`src/hw/rtl/vtpg_pkg.sv`:
```
`default_nettype none

package vtpg_pkg;

	// Pattern codes held in the pattern select register
	typedef enum logic [2:0] {
		PAT_GRID  = 3'd0,
		PAT_PLUGE = 3'd1,
		PAT_RAMPS = 3'd2,
		PAT_SMPTE = 3'd3,
		PAT_BLEED = 3'd4
	} pattern_t;

	// Configuration register indexes
	localparam int CFG_IDX_W = 2;
	localparam int CFG_DATA_W = 3;
	localparam logic [CFG_IDX_W-1:0] CFG_PATTERN = 2'd0;
	localparam logic [CFG_IDX_W-1:0] CFG_PAL = 2'd1;
	localparam logic [CFG_IDX_W-1:0] CFG_LEVEL = 2'd2;

	// Geometry
	localparam logic [8:0] ACTIVE_W = 9'd320;
	localparam logic [8:0] LINES_NTSC = 9'd224;
	localparam logic [4:0] GRID_LAST_COL = 5'd19;
	localparam logic [3:0] GRID_LAST_ROW_NTSC = 4'd13;
	localparam logic [3:0] GRID_LAST_ROW_PAL = 4'd15;

	// SMPTE section boundaries and levels
	localparam logic [7:0] SMPTE_TOP_NTSC = 8'd150;
	localparam logic [7:0] SMPTE_TOP_PAL = 8'd171;
	localparam logic [7:0] SMPTE_MID_NTSC = 8'd168;
	localparam logic [7:0] SMPTE_MID_PAL = 8'd192;
	localparam logic [7:0] SMPTE_LVL_75 = 8'd184;
	localparam logic [7:0] SMPTE_LVL_100 = 8'd255;

	typedef struct packed {
		logic [7:0] r;
		logic [7:0] g;
		logic [7:0] b;
	} rgb_t;

	localparam rgb_t RGB_BLACK = '{r: 8'd0, g: 8'd0, b: 8'd0};

endpackage

`default_nettype wire

```
`src/hw/rtl/video_test_pattern_generator_unit.sv`:
```
// A request is held in the request register and its colour in the result register.
// Throughput: one pixel per cycle unless the output stalls; a request is accepted
// while the previous colour waits, the input and result registers parting the sides.
// Reset clears the pattern select, PAL and level registers (grid, NTSC, 75 %)
// and empties both registers; colour payload is not reset.
`default_nettype none

module video_test_pattern_generator_unit (
	input  wire logic                              clk,
	input  wire logic                              arst_n,
	// pixel request channel
	input  wire logic                              in_valid,
	output logic                                   in_stall,
	input  wire logic [8:0]                        pixel_x,
	input  wire logic [7:0]                        pixel_y,
	// colour result channel
	output logic                                   out_valid,
	input  wire logic                              out_stall,
	output logic [7:0]                             red,
	output logic [7:0]                             green,
	output logic [7:0]                             blue,
	// configuration write channel
	input  wire logic                              cfg_valid,
	output logic                                   cfg_ready,
	input  wire logic [vtpg_pkg::CFG_IDX_W-1:0]    cfg_index,
	input  wire logic [vtpg_pkg::CFG_DATA_W-1:0]   cfg_data
);
	import vtpg_pkg::*;

	// Configuration registers
	pattern_t pattern_q;
	logic     pal_q;
	logic     full_lvl_q;

	// Stage 1: registered request
	logic       v_s1;
	logic [8:0] x_s1;
	logic [7:0] y_s1;

	// Stage 2: registered colour
	logic v_s2;
	rgb_t rgb_s2;

	logic adv_s1;
	logic adv_s2;
	rgb_t rgb_c;

	// True when x lies in [x0, x1) and y in [y0, y1)
	function automatic logic in_rect(input logic [8:0] x, input logic [7:0] y,
			input logic [8:0] x0, input logic [8:0] x1,
			input logic [7:0] y0, input logic [8:0] y1);
		in_rect = (x >= x0) && (x < x1) && (y >= y0) && ({1'b0, y} < y1);
	endfunction

	// ------------------------------------------------------------------
	// Configuration: always ready; writes arrive only while the block idles (the
	// user must keep to this; the block itself does not enforce it)
	assign cfg_ready = 1'b1;

	always_ff @(posedge clk or negedge arst_n) begin
		if (!arst_n) begin
			pattern_q  <= PAT_GRID;
			pal_q      <= 1'b0;
			full_lvl_q <= 1'b0;
		end else if (cfg_valid && cfg_ready) begin
			case (cfg_index)
				CFG_PATTERN: pattern_q  <= pattern_t'(cfg_data);
				CFG_PAL:     pal_q      <= cfg_data[0];
				CFG_LEVEL:   full_lvl_q <= cfg_data[0];
				default:     ;
			endcase
		end
	end

	// ------------------------------------------------------------------
	// Flow control: each stage advances when the one after it can take it
	// ------------------------------------------------------------------
	assign adv_s2   = !v_s2 || !out_stall;
	assign adv_s1   = !v_s1 || adv_s2;
	assign in_stall = !adv_s1;

	always_ff @(posedge clk or negedge arst_n) begin
		if (!arst_n) begin
			v_s1 <= 1'b0;
			v_s2 <= 1'b0;
		end else begin
			if (adv_s1) v_s1 <= in_valid;
			if (adv_s2) v_s2 <= v_s1;
		end
	end

	always_ff @(posedge clk) begin
		if (adv_s1 && in_valid) begin
			x_s1 <= pixel_x;
			y_s1 <= pixel_y;
		end
		if (adv_s2 && v_s1) rgb_s2 <= rgb_c;
	end

	// ------------------------------------------------------------------
	// Colour logic, between the request register and the result register
	// ------------------------------------------------------------------
	always_comb begin
		logic       active;
		logic [7:0] ys;
		logic       on_line;
		logic       on_dot;
		logic       outer;
		logic [3:0] last_row;
		logic [7:0] ramp_n;
		logic [7:0] ramp_v;
		logic [2:0] col;
		logic [7:0] top_h;
		logic [7:0] mid_end;
		logic [7:0] lv;

		rgb_c = RGB_BLACK;

		// In PAL the active height is the whole 8-bit range
		active = (x_s1 < ACTIVE_W) && (pal_q || ({1'b0, y_s1} < LINES_NTSC));

		// Shifted line for PLUGE, ramps and bleed; lines above the offset wrap
		// past every element and so stay black
		ys = pal_q ? (y_s1 - 8'd16) : y_s1;

		// Grid: cell edges and the 2x2 centre dot
		on_line  = (x_s1[3:0] == 4'd0) || (x_s1[3:0] == 4'd15)
			|| (y_s1[3:0] == 4'd0) || (y_s1[3:0] == 4'd15);
		on_dot   = ((x_s1[3:0] == 4'd7) || (x_s1[3:0] == 4'd8))
			&& ((y_s1[3:0] == 4'd7) || (y_s1[3:0] == 4'd8));
		last_row = pal_q ? GRID_LAST_ROW_PAL : GRID_LAST_ROW_NTSC;
		outer    = (x_s1[8:4] == 5'd0) || (y_s1[7:4] == 4'd0)
			|| (x_s1[8:4] == GRID_LAST_COL) || (y_s1[7:4] == last_row);

		// Ramps: one step of 0x11 for every 16 pixels from x = 32
		ramp_n = x_s1[7:0] - 8'd32;
		ramp_v = {ramp_n[7:4], ramp_n[7:4]};

		// SMPTE bar column from the bar edges
		if (x_s1 >= 9'd274)      col = 3'd6;
		else if (x_s1 >= 9'd228) col = 3'd5;
		else if (x_s1 >= 9'd183) col = 3'd4;
		else if (x_s1 >= 9'd138) col = 3'd3;
		else if (x_s1 >= 9'd92)  col = 3'd2;
		else if (x_s1 >= 9'd46)  col = 3'd1;
		else                     col = 3'd0;
		top_h   = pal_q ? SMPTE_TOP_PAL : SMPTE_TOP_NTSC;
		mid_end = pal_q ? SMPTE_MID_PAL : SMPTE_MID_NTSC;
		lv      = full_lvl_q ? SMPTE_LVL_100 : SMPTE_LVL_75;

		if (active) begin
			case (pattern_q)
				PAT_GRID: begin
					if (on_line || on_dot) begin
						if (outer)
							rgb_c = '{r: 8'd255, g: 8'd0, b: 8'd0};
						else
							rgb_c = '{r: 8'd255, g: 8'd255, b: 8'd255};
					end
				end
				PAT_PLUGE: begin
					// centre grey stack, then the outer and inner side bars
					if (in_rect(x_s1, ys, 9'd120, 9'd200, 8'd32, 9'd72))
						rgb_c = '{r: 8'd255, g: 8'd255, b: 8'd255};
					else if (in_rect(x_s1, ys, 9'd120, 9'd200, 8'd72, 9'd112))
						rgb_c = '{r: 8'd176, g: 8'd176, b: 8'd176};
					else if (in_rect(x_s1, ys, 9'd120, 9'd200, 8'd112, 9'd152))
						rgb_c = '{r: 8'd72, g: 8'd72, b: 8'd72};
					else if (in_rect(x_s1, ys, 9'd120, 9'd200, 8'd152, 9'd192))
						rgb_c = '{r: 8'd48, g: 8'd48, b: 8'd48};
					else if (in_rect(x_s1, ys, 9'd40, 9'd56, 8'd32, 9'd192)
							|| in_rect(x_s1, ys, 9'd264, 9'd280, 8'd32, 9'd192))
						rgb_c = '{r: 8'd32, g: 8'd32, b: 8'd32};
					else if (in_rect(x_s1, ys, 9'd72, 9'd88, 8'd32, 9'd192)
							|| in_rect(x_s1, ys, 9'd232, 9'd248, 8'd32, 9'd192))
						rgb_c = '{r: 8'd16, g: 8'd16, b: 8'd16};
				end
				PAT_RAMPS: begin
					if (x_s1 >= 9'd32 && x_s1 < 9'd288) begin
						if (ys >= 8'd40 && ys < 8'd72)
							rgb_c = '{r: ramp_v, g: 8'd0, b: 8'd0};
						else if (ys >= 8'd80 && ys < 8'd112)
							rgb_c = '{r: 8'd0, g: ramp_v, b: 8'd0};
						else if (ys >= 8'd120 && ys < 8'd152)
							rgb_c = '{r: 8'd0, g: 8'd0, b: ramp_v};
						else if (ys >= 8'd160 && ys < 8'd192)
							rgb_c = '{r: ramp_v, g: ramp_v, b: ramp_v};
					end
				end
				PAT_SMPTE: begin
					if (y_s1 < top_h) begin
						// grey, yellow, cyan, green, magenta, red, blue
						case (col)
							3'd0:    rgb_c = '{r: lv, g: lv, b: lv};
							3'd1:    rgb_c = '{r: lv, g: lv, b: 8'd0};
							3'd2:    rgb_c = '{r: 8'd0, g: lv, b: lv};
							3'd3:    rgb_c = '{r: 8'd0, g: lv, b: 8'd0};
							3'd4:    rgb_c = '{r: lv, g: 8'd0, b: lv};
							3'd5:    rgb_c = '{r: lv, g: 8'd0, b: 8'd0};
							default: rgb_c = '{r: 8'd0, g: 8'd0, b: lv};
						endcase
					end else if (y_s1 < mid_end) begin
						// reverse blue bars, near-black between them
						case (col)
							3'd0:    rgb_c = '{r: 8'd0, g: 8'd0, b: 8'd184};
							3'd2:    rgb_c = '{r: 8'd184, g: 8'd0, b: 8'd184};
							3'd4:    rgb_c = '{r: 8'd0, g: 8'd188, b: 8'd184};
							3'd6:    rgb_c = '{r: 8'd184, g: 8'd188, b: 8'd184};
							default: rgb_c = '{r: 8'd8, g: 8'd12, b: 8'd8};
						endcase
					end else begin
						// -I, white, +Q, black and the PLUGE steps
						if (x_s1 < 9'd60)
							rgb_c = '{r: 8'd0, g: 8'd32, b: 8'd72};
						else if (x_s1 < 9'd120)
							rgb_c = '{r: 8'd248, g: 8'd252, b: 8'd248};
						else if (x_s1 < 9'd180)
							rgb_c = '{r: 8'd48, g: 8'd0, b: 8'd96};
						else if (x_s1 < 9'd240)
							rgb_c = '{r: 8'd8, g: 8'd12, b: 8'd8};
						else if (x_s1 < 9'd255)
							rgb_c = '{r: 8'd0, g: 8'd4, b: 8'd0};
						else if (x_s1 < 9'd272)
							rgb_c = '{r: 8'd8, g: 8'd12, b: 8'd8};
						else if (x_s1 < 9'd287)
							rgb_c = '{r: 8'd16, g: 8'd20, b: 8'd16};
						else
							rgb_c = '{r: 8'd8, g: 8'd12, b: 8'd8};
					end
				end
				PAT_BLEED: begin
					// stripes on every even column from 16 to 302
					if (x_s1 >= 9'd16 && x_s1 <= 9'd302 && !x_s1[0]) begin
						if (ys >= 8'd40 && ys < 8'd72)
							rgb_c = '{r: 8'd240, g: 8'd0, b: 8'd0};
						else if (ys >= 8'd80 && ys < 8'd112)
							rgb_c = '{r: 8'd0, g: 8'd244, b: 8'd0};
						else if (ys >= 8'd120 && ys < 8'd152)
							rgb_c = '{r: 8'd0, g: 8'd0, b: 8'd240};
						else if (ys >= 8'd160 && ys < 8'd192)
							rgb_c = '{r: 8'd240, g: 8'd244, b: 8'd240};
					end
				end
				default: rgb_c = RGB_BLACK;
			endcase
		end
	end

	// ------------------------------------------------------------------
	// Result channel
	// ------------------------------------------------------------------
	assign out_valid = v_s2;
	assign red       = rgb_s2.r;
	assign green     = rgb_s2.g;
	assign blue      = rgb_s2.b;

endmodule

`default_nettype wire
```
`config.mk`:
```
export PLATFORM = sky130hd
export DESIGN_NAME = video_test_pattern_generator_unit
export DESIGN_NICKNAME = d
export VERILOG_FILES = /design/src/hw/rtl/vtpg_pkg.sv /design/src/hw/rtl/video_test_pattern_generator_unit.sv
export SDC_FILE = /design/constraint.sdc
export NUM_CORES = 1
export LEC_CHECK = 0
export BUFFER_PORTS_ARGS = -buffer_cell sky130_fd_sc_hd__buf_2
export CORE_MARGIN = 3
export CORE_UTILIZATION = 45
export DETAILED_ROUTE_END_ITERATION = 16
export PLACE_DENSITY = 0.66
export REMOVE_ABC_BUFFERS = 1
export SLEW_MARGIN = 20
export SYNTH_ARGS = -nofsm -noshare
export SYNTH_HDL_FRONTEND = slang
export SYNTH_SLANG_ARGS = --single-unit
export TNS_END_PERCENT = 5
```
`constraint.sdc`:
```
create_clock -name clk -period 3.22 [get_ports clk]
set_input_delay 0.161 -clock clk [delete_from_list [all_inputs] [get_ports clk]]
set_output_delay 0.161 -clock clk [all_outputs]
set_load 0.05 [all_outputs]
```
==> impl_summary.md, run 1 <==
STA
Setup repair after global routing left no endpoint under its margin. The total count of hold-check failures in the final report is 0. The setup TNS after final layout is 0 ns. The worst-case hold slack is 0.02193 ns. The slew at the pin with the worst max-slew slack is 0.7226 ns. The worst max-slew margin expressed relative to the limit is 51.83%. The final max-slew violation count is 0. The worst path meets setup with 0.3966 ns of slack. The final-report setup violation count is 0. The highest achievable clock rate is 354.2 MHz.

The clock arrives with 0.006651 ns of skew. The final clock period utilization by the worst path is 87.68%. The worst path in the final design needs a cycle of 2.823 ns, including I/O delays and setup.

GRT
The initial antenna violation count was 0. Entering global routing, the biggest net connects 26 pins. The combined global-route utilization of all metal layers is 19.45%. The via count of the first global-routing pass is 2684. The first global-routing pass estimated 13.25 mm of wire. The remaining global-route overflow is 0.

Yosys
The mean instance size in the synthesized netlist is 9.472 um^2. The count of different cell masters after synthesis is 65. After synthesis the netlist holds a flip-flop and latch count of 48. The dominant synthesized flop cell is sky130_fd_sc_hd__edfxtp_1.

The number of warnings issued by yosys is 0. The number of enable-type register cells in the synthesized netlist is 41. The number of instances in the synthesized netlist is 349. The sequential-to-total area share from yosys stat is 42.54%.

The cell area that synthesis handed to floorplanning was 3306 um^2. For this run, asynchronously set or reset flops after synthesis account for 14.58%.

Job
Across the run, the number of max-cap violations was 0.

Drt
The count of routing violations after the opening detailed-route iteration is 215. The mean number of vias per cell is 5.986. The routed layout has 2957 vias.

Dividing the detail-routed wire length by the instance count gives 16.36 um. The number of nets with antenna violations after detailed routing is 0. The iteration count of the initial detailed-routing pass is 5. The routed design has 8.082 mm of wire. In the routed design, unresolved DRC markers number 0.

Power
The worst-case IR drop observed on VDD is 0.2574 mV. The static power due to leakage is 1.422 nW. The total power divided by cell area is 500.8 nW/um^2.

Floorplan
The site row count is 30. 54 I/O pins were placed. From left edge to right edge, the die measures 91.71 um. The die is 91.71 um tall. The core region is 6944 um^2.

The floorplan step defined a die boundary enclosing 8411 um^2. The starting density of the core is 47.60%.

Worst hold path
The min-delay analysis places its worst path in the category in -> reg. The cell depth of the worst hold path is 1.

Clock network
For the worst-skew pair, the clock arrives at the later sink with an insertion delay of 0.31 ns. Counting the buffers created by CTS gives 5. Counting along the longest clock path gives a buffer depth of 2. The number of gates resized after CTS was 0.

The H-tree was split into 2 levels. The clock tree from TritonCTS is done. The root cell of the clock tree is sky130_fd_sc_hd__clkbuf_8.

The clock transition at the registers of the reported paths is 0.09 ns. The total clock sinks is 48.

Worst setup path
The cell count of the worst reg-to-reg path is 9. In this design, the largest share of critical-path delay is due to compound AO/OA/AOI/OAI gates. Together, buffers and inverters on the worst path number 1. At the worst endpoint, the arrival time is 2.87 ns. STA puts the critical path data required time at 3.27 ns. The worst setup path is captured at a flip-flop. The type of the worst setup path is reg -> reg. The largest stage delay on the critical path is 0.57 ns. In this run the worst path has a maximum fanout of 9.

The largest individual stage delay along the critical path comes from the cell sky130_fd_sc_hd__edfxtp_1. The cell seen most often among critical-path stages is sky130_fd_sc_hd__a21oi_1. The critical path goes through inv_1 > ha_1 > nand2b_1 > a21oi_1 > nand2_1 > o211ai_1 > o21ai_0 > a221oi_1 > a21oi_1. In this run the number of cells on the critical path is 9.

The worst setup path is launched from a flip-flop.

Run status
The run finished with clean final reports.

Place
The post-DP HPWL is 6.244 mm. The worst setup timing slack at the placement stage is 0.4634 ns. Routability-driven placement finished with a final weighted congestion of 0.9937. The count of port buffers added during placement is 52. The cell count after placement is 485.

Cells and area
The net count of the finished layout is 437. The antenna cell count is 0. The fraction of layout instances using a drive strength above 1 is 21.36%. From synthesis to final layout, the design area changed by 14.27%.

Measured on the finished design, the core utilization comes to 54.40%. The final cell count without fillers is 494.
[cells by family (layout without fill, tap and decap cells)]
logic type                 after synthesis  count (layout)  share of synthesized area (%)
xor gates and xnor gates                 6               6                          1.817
buffers and inverters                   27              76                          4.202
muxes                                    5               5                          1.703
AOI/OAI and AO/OA                      114             114                          22.63
other                                    1               1                         0.1134
and+or+nand+nor                        135             135                          22.07
adders and majority gates               13              13                          4.921
DFF                                     48              48                          42.54
[Yosys cell counts, types with 9 or more instances]
| library cell | count | area, um^2 |
|---|---|---|
| sky130_fd_sc_hd__edfxtp_1 | 41 | 1231 |
| sky130_fd_sc_hd__nand2_1 | 35 | 131.4 |
| sky130_fd_sc_hd__a21oi_1 | 28 | 140.1 |
| sky130_fd_sc_hd__nor2_1 | 26 | 97.59 |
| sky130_fd_sc_hd__o21ai_0 | 20 | 100.1 |
| sky130_fd_sc_hd__nand3_1 | 16 | 80.08 |
| sky130_fd_sc_hd__a31oi_1 | 13 | 81.33 |
| sky130_fd_sc_hd__ha_1 | 13 | 162.7 |
| sky130_fd_sc_hd__inv_1 | 11 | 41.29 |
| sky130_fd_sc_hd__clkbuf_1 | 10 | 37.54 |
| sky130_fd_sc_hd__a211oi_1 | 9 | 67.56 |
| sky130_fd_sc_hd__nor3_1 | 9 | 45.04 |
[flip-flops by register name (all words and copies together), names as in the netlist]
| name | count |
|---|---|
| v_s1 | 1 |
| y_s1 | 8 |
| green | 8 |
| pattern_q | 3 |
| x_s1 | 9 |
| red | 8 |
| full_lvl_q | 1 |
| pal_q | 1 |
| out_valid | 1 |
| blue | 8 |
[what timing repair did]
action | in CTS | in global routing
hold buffers | 1 | 0
hold endpoints to repair | 7 | 0
endpoints found under the setup margin | 0 | 0
buffers inserted | 0 | 0
[path summary, 6_finish.rpt]
kind,start,endpoint,slack [ns]
min,pixel_x[2],x_s1[2],0.02
max,x_s1[5],green[2],0.40
max in group asynchronous,arst_n,pal_q,2.82
max reg2reg,x_s1[5],green[2],0.40
min in group asynchronous,arst_n,v_s1,0.22
min reg2reg,v_s1,out_valid,0.49
[layout by cell type (no fill, tap or decap), drive strengths merged, types with 3 or more instances in the layout]
cell     instances
clkbuf           5
and3             6
a31oi           14
dfrtp            7
o2111ai          3
nand2           35
nand2b           7
inv             12
nand4            6
nor4b            4
mux2             5
o31ai            3
ha              13
a21oi           28
a211oi           9
a21boi           4
o22ai            4
and2             4
nor2            26
edfxtp          41
xnor2            6
o21ai           23
o21a             3
o211ai           7
nor2b            3
nand3b           5
buf             56
nor3             9
nand3           16
[cell type report]
cell class,instances,area (um^2)
sequential,48,1406
timing repair buffer,57,300.3
multi-input combinational,274,1772
inverter,11,41.29
clock buffer,5,68.82
clock inverter,3,68.82
fill,652,3167
tap,96,120.1
[power breakdown]
part	switching, mW	internal (mW)	leakage [nW]
Sequential	0.0560	0.744	0.484
Clock	0.209	0.312	0.0687
Combinational	0.388	0.182	0.870
[per-layer routing]
layer	track usage [%]	wire length, um	up-vias
met2	31.77	3740	126
met4	7.550	264	0
met1	25.95	3655	1375
li1	-	-	1437
met5	0	0	-
met3	3.035	422	19
[per-stage QoR]
| stage | area (um^2) | power (mW) |
|---|---|---|
| 4_1_cts | 3777 | 1.902 |
| 6_report | 3777 | 1.892 |
| 3_5_place_dp | 3630 | 1.376 |
| 3_3_place_gp | 3622 | 1.369 |
| 2_1_floorplan | 3208 | 1.213 |
| 5_1_grt | 3777 | 1.988 |
[worst reg2reg max path, delay by kind of cell (launching register included)]
family / cells / cell delay [ns]
buffers and inverters: 1 / 0.25
and+or+nand+nor: 2 / 0.21
DFF: 1 / 0.57
AOI/OAI and AO/OA: 5 / 1.26
adders and majority gates: 1 / 0.28
No activity file was read; power rests on OpenSTA's default activity.
==> inputs of run 2 (changes only) <==
Settings changed: CELL_PAD_IN_SITES_DETAIL_PLACEMENT set to 0, CELL_PAD_IN_SITES_GLOBAL_PLACEMENT set to 1, CORE_UTILIZATION 45 to 44, PLACE_DENSITY 0.66 to not set, PLACE_DENSITY_LB_ADDON set to 0.1, SETUP_SLACK_MARGIN set to 0.02.
==> impl_summary.md, run 2 (synthesis results as in run 1) <==
Power
The static power due to leakage is 1.404 nW. The clock network burns 24.1% of the power. The internal power of the cells totals 1.154 mW. Of the total power, the share spent switching nets is 35.97%.

Summed over all nets, the switching power comes to 0.6484 mW. VDD sags by at most 0.2056 mV. The part of the power in registers is 44.5%. Per report_power, the combinational group accounts for 31.5% of the total. The total power divided by cell area is 481.5 nW/um^2.

GRT
The maximum number of pins on one net before global-route repair is 26. After global routing, the most crowded layer is met2. The met2 track demand over resource in global routing is 33.29%. The remaining global-route overflow is 0. The global routing usage on met1 is 26.38%. The via count of the first global-routing pass is 2708.

The first global-routing pass estimated 13.70 mm of wire. The combined global-route utilization of all metal layers is 20.19%. The initial antenna violation count is 0. For met3 alone, demand over resource in global routing was 3.331%.

Clock network
At the later pin of the worst-skew pair, clock insertion delay measures 0.30 ns. The post-cts repair resize count is 0. Buffers inserted to repair hold after CTS numbered 1.

The maximum buffer depth of the clock tree is 2. The clock transition at the registers of the reported paths is 0.09 ns. The H-tree was split into 2 levels.

The clock tree from TritonCTS is done. Clock tree synthesis selected as its root buffer the cell sky130_fd_sc_hd__clkbuf_8. After clock tree synthesis, the setup repair step added 0 buffers.

The number of clock buffers inserted by TritonCTS is 5. The total clock sinks is 48.

Worst hold path
In this run the worst hold path is classified as in -> reg.

STA
Setup repair after global routing left no endpoint under its margin. The maximum clock skew at final layout is 0.004562 ns. Setup violations remaining at the end of the flow were counted as 0.

For the pin with the worst max-slew slack, the measured transition is 0.7228 ns. The final clock period utilization by the worst path is 87.17%. The highest achievable clock rate is 356.3 MHz. The worst max-slew margin expressed relative to the limit is 51.47%. Subtracting the final worst setup slack from the clock period gives 2.807 ns. The total count of hold-check failures in the final report came to 0. The setup TNS after final layout is 0 ns. The final max-slew violation count is 0.

Across all setup checks in the final design, the least slack found is 0.4131 ns.

Floorplan
The die covers 8589 um^2. In this run the core area contains 30 standard-cell rows. The starting density of the core is 47.09%. The number of top-level pins is 54. The area of the placeable core is 7019 um^2. The y dimension of the die is 92.68 um. The width of the die is 92.68 um.

Worst setup path
The cell family contributing the most delay on the critical path is compound AO/OA/AOI/OAI gates. Data on the critical path is required at its endpoint by 3.26 ns. The largest stage delay on the critical path is 0.59 ns. Of all nets on the critical path, the largest fanout is 10. The endpoint arrival time on the critical path is 2.85 ns. The worst setup path is captured at a flip-flop. The critical path is of the reg -> reg type.

STA classifies the critical path startpoint as a flip-flop. Together, buffers and inverters on the worst path number 1. Traced cell by cell, the critical path runs through inv_1 > ha_1 > nand2_1 > xnor2_1 > nor2_1 > o211ai_1 > nand2_1 > a21oi_1 > a31oi_1. The slowest stage cell on the critical path is sky130_fd_sc_hd__xnor2_1. By instance count, the cell type seen most on the critical path is sky130_fd_sc_hd__nand2_1.

Place
Prior to clock tree synthesis, the placed netlist has a worst setup slack of 0.4270 ns. Detailed placement finished with a half-perimeter wire length of 6.716 mm. The count of buffers added on input and output ports is 52. The number of placed instances, taps included, is 485.

The congestion estimate from routability-driven global placement came to 1.021.

Run status
The run finished with clean final reports.

Cells and area
Of the cells placed in the final design, the portion with a size suffix greater than 1 is 21.11%. The signed area change from the synthesized netlist to the final layout is 13.25%. The final layout contains 437 nets. The register with the most flip-flops in the layout has 9 of them.

Once layout is complete, the cells apart from fillers number 494. The repair_antennas step left the layout with diodes totalling 0. Counting flops per register, the top entry is x_s1. The number of filler instances in the final layout is 656. The most frequent standard cell in the layout excluding fill and tap cells is sky130_fd_sc_hd__buf_2. In the layout the commonest cells are 52 x sky130_fd_sc_hd__buf_2, 41 x sky130_fd_sc_hd__edfxtp_1, 35 x sky130_fd_sc_hd__nand2_1.

Drt
The mean number of vias per cell is 5.887. In the final routed layout, each cell accounts on average for 17.18 um. Once detail routing completed, the nets flagged for antenna violations numbered 0.

For this run, design rule violations remaining after detail routing come to 0. The final wirelength is 8.489 mm. The detailed router finished its first iteration with 167 violations. The pre-antenna-repair detailed-routing pass consisted of 4 iterations. The vias after detailed routing is 2908.

Job
The max-capacitance violation count is 0.
run 2: changes by cell type in the layout (fill, tap and decap cells not counted):
cell and change:
sky130_fd_sc_hd__a21boi_2 +1, sky130_fd_sc_hd__a21boi_4 -1, sky130_fd_sc_hd__bufinv_16 -1, sky130_fd_sc_hd__clkinv_1 +1
sky130_fd_sc_hd__clkinv_4 +1, sky130_fd_sc_hd__inv_6 -1
run 2: layout make-up:
cell class | instances | area, um^2 | area share, %
sequential | 48 | 1406 | 37.57
inverter | 11 | 41.29 | 1.103
multi-input combinational | 274 | 1764 | 47.13
tap | 96 | 120.1 | 3.209
timing repair buffer | 57 | 300.3 | 8.021
clock buffer | 5 | 68.82 | 1.838
clock inverter | 3 | 42.54 | 1.136
run 2: worst paths after layout:
| path | start | end | slack (ns) | cells past startpoint |
|---|---|---|---|---|
| max in group asynchronous | arst_n | pal_q | 2.80 | 2 |
| worst max-delay path | y_s1[5] | blue[6] | 0.41 | 9 |
| worst max register to register | y_s1[5] | blue[6] | 0.41 | 9 |
| worst min-delay path | pixel_x[4] | x_s1[4] | 0.03 | 1 |
| worst min register to register | v_s1 | out_valid | 0.50 | 1 |
| min in group asynchronous | arst_n | out_valid | 0.24 | 2 |
run 2: power groups by stage:
stage	clock network, mW	logic (mW)	registers (mW)
2_1_floorplan	0	0.300	0.913
3_3_place_gp	0	0.560	0.814
3_5_place_dp	0	0.562	0.815
4_1_cts	0.449	0.565	0.801
5_1_grt	0.473	0.617	0.811
6_report	0.434	0.568	0.801
run 2: stage by stage:
stage / cell area [um^2] / util [%] / hold WS, ns / total power [mW]
final: 3744 / 53.33 / 0.02834 / 1.803
after global routing: 3744 / 53.33 / 0.01208 / 1.901
after CTS: 3744 / 53.33 / 0.02030 / 1.814
after detailed placement: 3622 / 51.60 / 0.02502 / 1.376
after global placement: 3622 / 51.60 / 0.01997 / 1.373
after floorplan: 3208 / - / -0.1346 / 1.213
run 2: metal layers:
layer	routed length, um	vias to the layer above
met5	0	-
met4	247	0
met3	374	19
met2	4001	87
met1	3866	1368
li1	-	1434
